===== config.mk =====
export PLATFORM = sky130hd
export DESIGN_NAME = vector_angle_unwrap_rate_core
export DESIGN_NICKNAME = d
export VERILOG_FILES = /design/src/rtl/vaur_pkg.sv /design/src/rtl/vector_angle_unwrap_rate_core.sv /design/src/rtl/vaur_front.sv /design/src/rtl/vaur_angle.sv /design/src/rtl/vaur_div.sv
export SDC_FILE = /design/constraint.sdc
export NUM_CORES = 2
export LEC_CHECK = 0
export ABC_AREA = 1
export BUFFER_PORTS_ARGS = -buffer_cell sky130_fd_sc_hd__buf_2
export CAP_MARGIN = 20
export CELL_PAD_IN_SITES_DETAIL_PLACEMENT = 0
export CELL_PAD_IN_SITES_GLOBAL_PLACEMENT = 1
export CORE_MARGIN = 10
export CORE_UTILIZATION = 51
export DETAILED_ROUTE_END_ITERATION = 8
export PLACE_DENSITY = 0.95
export SYNTH_ARGS = -nofsm -noshare
export SYNTH_HDL_FRONTEND = slang
export SYNTH_SLANG_ARGS = --single-unit

===== constraint.sdc =====
create_clock -name i_clk -period 9.55 [get_ports i_clk]
set_input_delay 1.91 -clock i_clk [delete_from_list [all_inputs] [get_ports i_clk]]
set_output_delay 1.91 -clock i_clk [all_outputs]
set_load 0.005 [all_outputs]

===== src/rtl/vaur_pkg.sv =====
`default_nettype none
package vaur_pkg;
    localparam int CordicSteps = 20;
    localparam int FracBits = 16;
    localparam int Prescale = 24;
    localparam int StepW = 5;
    localparam int CordW = 44;
    localparam int ZW = 40;

    typedef enum logic [2:0] {
        t_ANG_IDLE, t_ANG_RUN, t_ANG_FIX, t_ANG_DONE
    } t_ang_state;

    typedef enum logic [1:0] {
        t_DIV_IDLE, t_DIV_RUN, t_DIV_DONE
    } t_div_state;

    // front queue entry
    typedef struct packed {
        logic signed [15:0] x;
        logic signed [15:0] y;
        logic [31:0]        t;
    } t_sample;

    function automatic logic signed [ZW-1:0] atan_deg(input logic [StepW-1:0] i);
        logic signed [ZW-1:0] r;
        begin
            case (i)
                5'd0:  r = 40'sd193273528320;
                5'd1:  r = 40'sd114096026022;
                5'd2:  r = 40'sd60285206653;
                5'd3:  r = 40'sd30601712202;
                5'd4:  r = 40'sd15360239180;
                5'd5:  r = 40'sd7687607525;
                5'd6:  r = 40'sd3844741810;
                5'd7:  r = 40'sd1922488225;
                5'd8:  r = 40'sd961258780;
                5'd9:  r = 40'sd480631223;
                5'd10: r = 40'sd240315841;
                5'd11: r = 40'sd120157949;
                5'd12: r = 40'sd60078978;
                5'd13: r = 40'sd30039490;
                5'd14: r = 40'sd15019745;
                5'd15: r = 40'sd7509872;
                5'd16: r = 40'sd3754936;
                5'd17: r = 40'sd1877468;
                5'd18: r = 40'sd938734;
                5'd19: r = 40'sd469367;
                5'd20: r = 40'sd234684;
                5'd21: r = 40'sd117342;
                5'd22: r = 40'sd58671;
                5'd23: r = 40'sd29335;
                5'd24: r = 40'sd14668;
                5'd25: r = 40'sd7334;
                5'd26: r = 40'sd3667;
                5'd27: r = 40'sd1833;
                5'd28: r = 40'sd917;
                5'd29: r = 40'sd458;
                5'd30: r = 40'sd229;
                default: r = 40'sd115;
            endcase
            return r;
        end
    endfunction
endpackage
`default_nettype wire


===== src/rtl/vector_angle_unwrap_rate_core.sv =====
`default_nettype none
// vector_angle_unwrap_rate_core
// Input channel: i_valid / o_stall carry one magnetometer sample (x, y, time).
// Output channel: o_valid / i_stall carry raw angle, total angle, turn rate
// and the zero-interval flag, one result item per sample.
// A two-entry queue holds accepted samples while the back end works.
// The back end runs one item at a time: a CORDIC load step, the iteration
// steps (fewer when x is zero), a quadrant fix-up, a fold and launch step, a
// divider load, a bit-serial divider and a result register; the next queued
// item can start in the cycle after the result is taken; the divider and
// CORDIC iteration loops take most of the time per item.
// Reset (synchronous, active low) clears the queue, the last angle, the
// total angle and the last timestamp to zero.
// When the receiver stalls, the result is held and the back end waits;
// the front queue keeps taking up to two samples, then stalls the sender.
module vector_angle_unwrap_rate_core (
    input  wire logic        i_clk,
    input  wire logic        i_rst_n,
    input  wire logic        i_valid,
    output logic             o_stall,
    input  wire logic [15:0] i_x_reading,
    input  wire logic [15:0] i_y_reading,
    input  wire logic [31:0] i_time_us,
    output logic             o_valid,
    input  wire logic        i_stall,
    output logic [24:0]      o_raw_angle,
    output logic [31:0]      o_total_angle,
    output logic [24:0]      o_turn_rate,
    output logic             o_zero_interval
);
    import vaur_pkg::*;

    t_sample w_q;
    logic    w_qv, w_pop;
    logic    w_abusy, w_adone, w_ddone, w_ack;
    logic [24:0] w_angle, w_quot;
    logic [31:0] r_last_ang, r_acc, r_last_t, r_elapsed;
    logic signed [31:0] r_delta;
    logic    r_dstart, r_zero, r_indiv, r_out_v;
    logic signed [31:0] w_d0, w_fold;
    logic [31:0] w_mag;

    vaur_front u_front (
        .i_clk, .i_rst_n, .i_valid, .o_stall,
        .i_x_reading, .i_y_reading, .i_time_us,
        .o_q_valid(w_qv), .i_q_pop(w_pop), .o_q_data(w_q)
    );

    // start angle when back end is free
    assign w_pop = w_qv && !w_abusy && !r_indiv && !r_out_v;

    vaur_angle u_angle (
        .i_clk, .i_rst_n, .i_start(w_pop), .i_x(w_q.x), .i_y(w_q.y),
        .o_busy(w_abusy), .o_done(w_adone), .o_angle(w_angle), .i_ack(w_ack)
    );

    vaur_div u_div (
        .i_clk, .i_rst_n, .i_start(r_dstart), .i_num(r_delta), .i_den(r_elapsed),
        .o_done(w_ddone), .o_quot(w_quot), .i_ack(w_ack)
    );

    // unwrap of the angle change
    assign w_d0  = $signed({7'd0, w_angle}) - $signed(r_last_ang);
    assign w_mag = w_d0[31] ? 32'(-w_d0) : 32'(w_d0);
    always_comb begin
        w_fold = w_d0;
        if (w_mag >= (32'd180 << FracBits))
            w_fold = w_d0[31] ? w_d0 + (32'sd360 <<< FracBits)
                              : w_d0 - (32'sd360 <<< FracBits);
    end

    assign w_ack = !r_out_v && w_adone && w_ddone;
    assign o_valid = r_out_v;
    assign o_zero_interval = r_zero;
    assign o_total_angle = r_acc;

    always_ff @(posedge i_clk) begin
        if (w_pop) r_elapsed <= w_q.t - r_last_t;
        if (!i_rst_n) begin
            r_last_ang <= '0; r_acc <= '0; r_last_t <= '0;
            r_dstart <= 1'b0; r_indiv <= 1'b0; r_out_v <= 1'b0;
        end else begin
            r_dstart <= w_adone && !r_indiv && !r_out_v;
            if (w_pop) r_last_t <= w_q.t;
            // angle ready: update state, launch divide
            if (w_adone && !r_indiv && !r_out_v) begin
                r_last_ang <= {7'd0, w_angle};
                r_acc <= r_acc + w_fold;
                r_delta <= w_fold;
                r_zero <= (r_elapsed == 32'd0);
                r_indiv <= 1'b1;
                o_raw_angle <= w_angle;
            end
            if (w_ack) begin
                r_indiv <= 1'b0;
                r_out_v <= 1'b1;
                o_turn_rate <= r_zero ? 25'd0 : w_quot;
            end
            if (r_out_v && !i_stall) r_out_v <= 1'b0;
        end
    end
endmodule
`default_nettype wire


===== src/rtl/vaur_front.sv =====
`default_nettype none
module vaur_front (
    input  wire logic             i_clk,
    input  wire logic             i_rst_n,
    input  wire logic             i_valid,
    output logic                  o_stall,
    input  wire logic [15:0]      i_x_reading,
    input  wire logic [15:0]      i_y_reading,
    input  wire logic [31:0]      i_time_us,
    output logic                  o_q_valid,
    input  wire logic             i_q_pop,
    output vaur_pkg::t_sample     o_q_data
);
    import vaur_pkg::*;

    t_sample     r_mem [2];
    logic        r_wp, r_rp;
    logic [1:0]  r_cnt;
    logic        w_push, w_pop;

    assign o_stall   = (r_cnt == 2'd2);
    assign w_push    = i_valid && !o_stall;
    assign w_pop     = i_q_pop && (r_cnt != 2'd0);
    assign o_q_valid = (r_cnt != 2'd0);
    assign o_q_data  = r_mem[r_rp];

    // two-entry queue
    always_ff @(posedge i_clk) begin
        if (w_push) begin
            r_mem[r_wp] <= '{x: i_x_reading, y: i_y_reading, t: i_time_us};
        end
        if (!i_rst_n) begin
            r_wp <= 1'b0;
            r_rp <= 1'b0;
            r_cnt <= 2'd0;
        end else begin
            if (w_push) r_wp <= ~r_wp;
            if (w_pop) r_rp <= ~r_rp;
            r_cnt <= r_cnt + {1'b0, w_push} - {1'b0, w_pop};
        end
    end
endmodule
`default_nettype wire


===== src/rtl/vaur_angle.sv =====
`default_nettype none
module vaur_angle (
    input  wire logic             i_clk,
    input  wire logic             i_rst_n,
    input  wire logic             i_start,
    input  wire logic [15:0]      i_x,
    input  wire logic [15:0]      i_y,
    output logic                  o_busy,
    output logic                  o_done,
    output logic [24:0]           o_angle,
    input  wire logic             i_ack
);
    import vaur_pkg::*;

    t_ang_state r_state, n_state;
    logic signed [CordW-1:0] r_px, r_py;
    logic signed [ZW-1:0]    r_z;
    logic [StepW-1:0]        r_i;
    logic                    r_xneg, r_yneg, r_xzero, r_yzero, r_ypos;
    logic [24:0]             r_angle;
    logic signed [CordW-1:0] w_dx, w_dy;
    logic signed [ZW-1:0]    w_q;
    logic signed [ZW+1:0]    w_a;
    logic [16:0]             w_ax, w_ay;

    assign w_ax = i_x[15] ? 17'(-$signed({i_x[15], i_x})) : {1'b0, i_x};
    assign w_ay = i_y[15] ? 17'(-$signed({i_y[15], i_y})) : {1'b0, i_y};
    assign w_dx = r_py >>> r_i;
    assign w_dy = r_px >>> r_i;

    // next state
    always_comb begin
        n_state = r_state;
        case (r_state)
            t_ANG_IDLE: if (i_start) n_state = t_ANG_RUN;
            t_ANG_RUN:  if (r_xzero || r_i == StepW'(CordicSteps - 1)) n_state = t_ANG_FIX;
            t_ANG_FIX:  n_state = t_ANG_DONE;
            t_ANG_DONE: if (i_ack) n_state = t_ANG_IDLE;
            default:    n_state = t_ANG_IDLE;
        endcase
    end

    // outputs
    always_comb begin
        o_busy = (r_state != t_ANG_IDLE);
        o_done = (r_state == t_ANG_DONE);
        o_angle = r_angle;
    end

    // quadrant mapping of clamped angle
    always_comb begin
        w_q = r_z;
        if (r_z < 0) w_q = '0;
        if (r_z > (ZW'(90) <<< 32)) w_q = ZW'(90) <<< 32;
        if (!r_xneg) w_a = r_yneg ? ((42'sd360 <<< 32) - w_q) : 42'(w_q);
        else w_a = r_yneg ? ((42'sd180 <<< 32) + w_q) : ((42'sd180 <<< 32) - w_q);
        w_a = w_a + (42'sd1 <<< (31 - FracBits));
    end

    always_ff @(posedge i_clk) begin
        if (!i_rst_n) begin
            r_state <= t_ANG_IDLE;
        end else begin
            r_state <= n_state;
        end
        case (r_state)
            t_ANG_IDLE: begin
                r_xneg  <= i_x[15];
                r_yneg  <= i_y[15];
                r_xzero <= (i_x == 16'd0);
                r_yzero <= (i_y == 16'd0);
                r_ypos  <= !i_y[15] && (i_y != 16'd0);
                r_px <= CordW'(w_ax) <<< Prescale;
                r_py <= CordW'(w_ay) <<< Prescale;
                r_z  <= '0;
                r_i  <= '0;
            end
            t_ANG_RUN: begin
                if (r_py > 0) begin
                    r_px <= r_px + w_dx;
                    r_py <= r_py - w_dy;
                    r_z  <= r_z + atan_deg(r_i);
                end else begin
                    r_px <= r_px - w_dx;
                    r_py <= r_py + w_dy;
                    r_z  <= r_z - atan_deg(r_i);
                end
                r_i <= r_i + 1'b1;
            end
            t_ANG_FIX: begin
                if (r_xzero) begin
                    if (r_ypos) r_angle <= 25'(90) << FracBits;
                    else if (r_yzero) r_angle <= '0;
                    else r_angle <= 25'(270) << FracBits;
                end else begin
                    r_angle <= w_a[24 + 32 - FracBits : 32 - FracBits];
                end
            end
            default: ;
        endcase
    end
endmodule
`default_nettype wire


===== src/rtl/vaur_div.sv =====
`default_nettype none
module vaur_div (
    input  wire logic         i_clk,
    input  wire logic         i_rst_n,
    input  wire logic         i_start,
    input  wire logic signed [31:0] i_num,
    input  wire logic [31:0]  i_den,
    output logic              o_done,
    output logic [24:0]       o_quot,
    input  wire logic         i_ack
);
    import vaur_pkg::*;

    t_div_state r_state, n_state;
    logic [31:0] r_q, r_d;
    logic [32:0] r_r;
    logic        r_neg;
    logic [5:0]  r_n;
    logic [32:0] w_rs;
    logic [31:0] w_mag;

    assign w_rs  = {r_r[31:0], r_q[31]};
    assign w_mag = i_num[31] ? 32'(-i_num) : 32'(i_num);

    // next state
    always_comb begin
        n_state = r_state;
        case (r_state)
            t_DIV_IDLE: if (i_start) n_state = t_DIV_RUN;
            t_DIV_RUN:  if (r_n == 6'd31) n_state = t_DIV_DONE;
            t_DIV_DONE: if (i_ack) n_state = t_DIV_IDLE;
            default:    n_state = t_DIV_IDLE;
        endcase
    end

    // outputs
    always_comb begin
        o_done = (r_state == t_DIV_DONE);
        o_quot = r_neg ? 25'(-r_q) : r_q[24:0];
    end

    // restoring divide, one bit a cycle
    always_ff @(posedge i_clk) begin
        if (!i_rst_n) r_state <= t_DIV_IDLE;
        else r_state <= n_state;
        case (r_state)
            t_DIV_IDLE: begin
                r_q <= w_mag; r_d <= i_den; r_r <= '0;
                r_neg <= i_num[31]; r_n <= '0;
            end
            t_DIV_RUN: begin
                if (w_rs >= {1'b0, r_d}) begin
                    r_r <= w_rs - {1'b0, r_d};
                    r_q <= {r_q[30:0], 1'b1};
                end else begin
                    r_r <= w_rs;
                    r_q <= {r_q[30:0], 1'b0};
                end
                r_n <= r_n + 1'b1;
            end
            default: ;
        endcase
    end
endmodule
`default_nettype wire


==> results.cfg <==
[run_status]
outcome = finished, final reports clean

[worst_setup_path]
crit_fanout = 71
r2r_cells = 30
r2r_end = u_angle.r_px[37]
crit_arrival_ps = 7350
r2r_slack_ps = 2590
rr_startpoint = u_angle.r_i[2]
required_ps = 9940
worst_path_max_delay_cell = inv_2
startpoint_type = flip-flop
cp-endpoint = u_angle.r_px[37]
crit_start = u_angle.r_i[2]
cp_common_cell = nand2_1
cp-end-kind = flip-flop
max_stage_delay_ps = 680
worstSetupPathType = reg -> reg

[sta]
tightest_slew_ps = 1035
rsz0062_at_grt = false
period_needed_ps = 6962
layout_setup_ws_ps = 2588
fin_skew_ps = 26.37
setup-tns-final_ps = 0
fmax_ghz = 0.1436
fin_crit_sh = 0.7290
drv_slew = 0
finalSetupViolCount = 0
finalHoldViolations = 0
max-slew-margin-rel = 0.3085

[floorplan]
start_util = 0.5136
dieArea_mm2 = 0.1085
die_w_um = 329.3
fp.coreArea_mm2 = 0.09501
die_y_um = 329.3
std_cell_rows = 113
io_pins = 153

[logic_synthesis]
syn_nets = 6974
synth.distinct_cells = 76
yosys-top-cells-area = edfxtp_1 31%, nand2_1 12%, ha_1 7.3%, a21oi_1 6.3%, inv_1 6.3%
syn_area_mm2 = 0.04880
yosysSeqAreaShare = 0.3672
async_flop_share = 0
ys.flop_type = edfxtp_1
syn_avg_cell_area_um2 = 7.378
synthCells = 6614
synth_top_area_frac = 0.3102
synth_edf_count = 504
ys_seq_elements = 643
synth_top_area_cell = edfxtp_1
synth_warnings = 0

[job]
cap_viol_max_count = 0

[detailed_routing]
firstDrtPassIters = 8
postRouteAntennaNets = 0
via_per_inst = 5.540
drt_iter0_markers = 3774
vias = 44310
drc = 0
post_drt_wl_per_cell_um = 17.26
routed_wl_um = 138000

[cells_and_area]
nets = 7031
multi_input_area_mm2 = 0.02681
syn2layout_area_growth_pct = 8.836
final_layout_size_suffix_gt1_frac = 0.07620
diodes = 0
fillers = 9023
final_core_util = 0.5590
final_cell_mix = 1530 x nand2_1, 808 x inv_1, 614 x a21oi_1
seqCellArea_mm2 = 0.01792
final_common_cell = nand2_1

[clock_tree]
cts_root_buf = clkbuf_16
cts.clk_slew.worst_paths_ps = 60
cts_sinks = 643
clkLatencyLatePin_ps = 660
clk_path_buf_depth = 3
h-tree-depth = 3
cts_tree = built
cts_resized = 0
postCtsSetupBuffers = 0
numCtsBuffers = 74
hold_buffers = 0

[grt]
antenna_found_initial = 6
grt_pass1_vias = 41780
track_usage = 0.2472
grt_pass1_wl_um = 219200
grt_max_degree = 84
grt_overflow = 0

[placement]
routabilityCongestion = 0.9615
io_buffers = 152
dp_hpwl_um = 106300
pre_cts_slack_ps = 2834

[worst_hold_path]
min_path_type = reg -> reg
worst min-delay path by stage:
stage / from / to / cells past startpoint
after floorplan: u_front.r_rp / flip-flop / 1
after global placement: r_elapsed[9] / u_div.r_d[9] / 0
after detailed placement: r_elapsed[1] / u_div.r_d[1] / 0
after CTS: r_elapsed[6] / u_div.r_d[6] / 0
after global routing: r_elapsed[6] / u_div.r_d[6] / 0
final: r_elapsed[10] / u_div.r_d[10] / 0
routing by layer:
metal  up-vias  part of all wire  global-route usage
met5         -           0.00040                   0
met1     20350              0.43              0.3160
met3       224             0.063             0.04017
met2      1292              0.47              0.4163
met4         8             0.037             0.09375
li1      22430                 -                   -
cells in the mapped netlist, types with 20 or more instances:
| cell | count |
|---|---|
| clkbuf_1 | 110 |
| ha_1 | 284 |
| o21bai_1 | 30 |
| o21ai_1 | 133 |
| buf_1 | 29 |
| nor3_1 | 99 |
| xor2_1 | 156 |
| nor2_1 | 580 |
| a31oi_1 | 59 |
| o21ai_0 | 574 |
| nand2_1 | 1532 |
| dfxtp_1 | 139 |
| xnor2_1 | 94 |
| mux2i_1 | 43 |
| or2_2 | 41 |
| nor2_2 | 20 |
| edfxtp_1 | 504 |
| inv_2 | 20 |
| o21a_1 | 61 |
| o211ai_1 | 32 |
| a21oi_1 | 616 |
| nand3_1 | 228 |
| inv_1 | 813 |
| o21ai_2 | 34 |
| nor4_1 | 47 |
| nand4_1 | 54 |
| buf_2 | 52 |
sequential cells by signal (all words and copies together) (netlist names), 2 cells and up, named ones only:
register	count
u_angle.r_state	2
u_div.r_r	32
r_last_ang	25
u_div.r_state	2
u_div.r_q	32
o_turn_rate	25
u_front.r_mem	128
r_delta	27
u_front.r_cnt	2
u_angle.r_py	44
r_elapsed	32
u_angle.o_angle	25
u_div.r_n	6
o_raw_angle	25
u_div.r_d	32
u_angle.r_i	5
u_angle.r_px	44
o_total_angle	32
r_last_t	32
u_angle.r_z	40
critical path: cells and delay by family, from the launching register on:
kind	cells	cell delay, ps
muxes	1	180
buffers and inverters	5	1760
AOI/OAI and AO/OA	9	1820
and+or+nand+nor	12	1650
xor gates and xnor gates	1	170
adders and majority gates	2	670
DFF	1	370
cell families (layout without fill, tap and decap cells):
kind of cell / count (synthesis) / count (layout) / synth area share
and+or+nand+nor: 2684 / 2684 / 0.2301
AOI/OAI and AO/OA: 1644 / 1644 / 0.1862
buffers and inverters: 1055 / 1173 / 0.08554
DFF: 643 / 643 / 0.3672
adders and majority gates: 292 / 292 / 0.07610
xor gates and xnor gates: 251 / 251 / 0.04521
muxes: 45 / 45 / 0.009743
cell type report:
class | count | share of cell area
clock buffer | 90 | 0.03732
clock inverter | 47 | 0.01004
inverter | 842 | 0.05961
multi-input combinational | 4916 | 0.5047
sequential | 643 | 0.3374
tap | 1265 | 0.02980
timing repair buffer | 194 | 0.02111
through the flow:
stage	area [µm²]	hold WS [ps]	cells
final	53110	449.9	7997
after global routing	53110	460.9	7997
after floorplan	48800	425.7	6614
after CTS	53040	448.3	7994
after global placement	50530	428.5	7857
after detailed placement	50530	434.6	7857
Power is not shown: default switching activity piles up to over one toggle a cycle in this logic, so the estimate is an artifact.
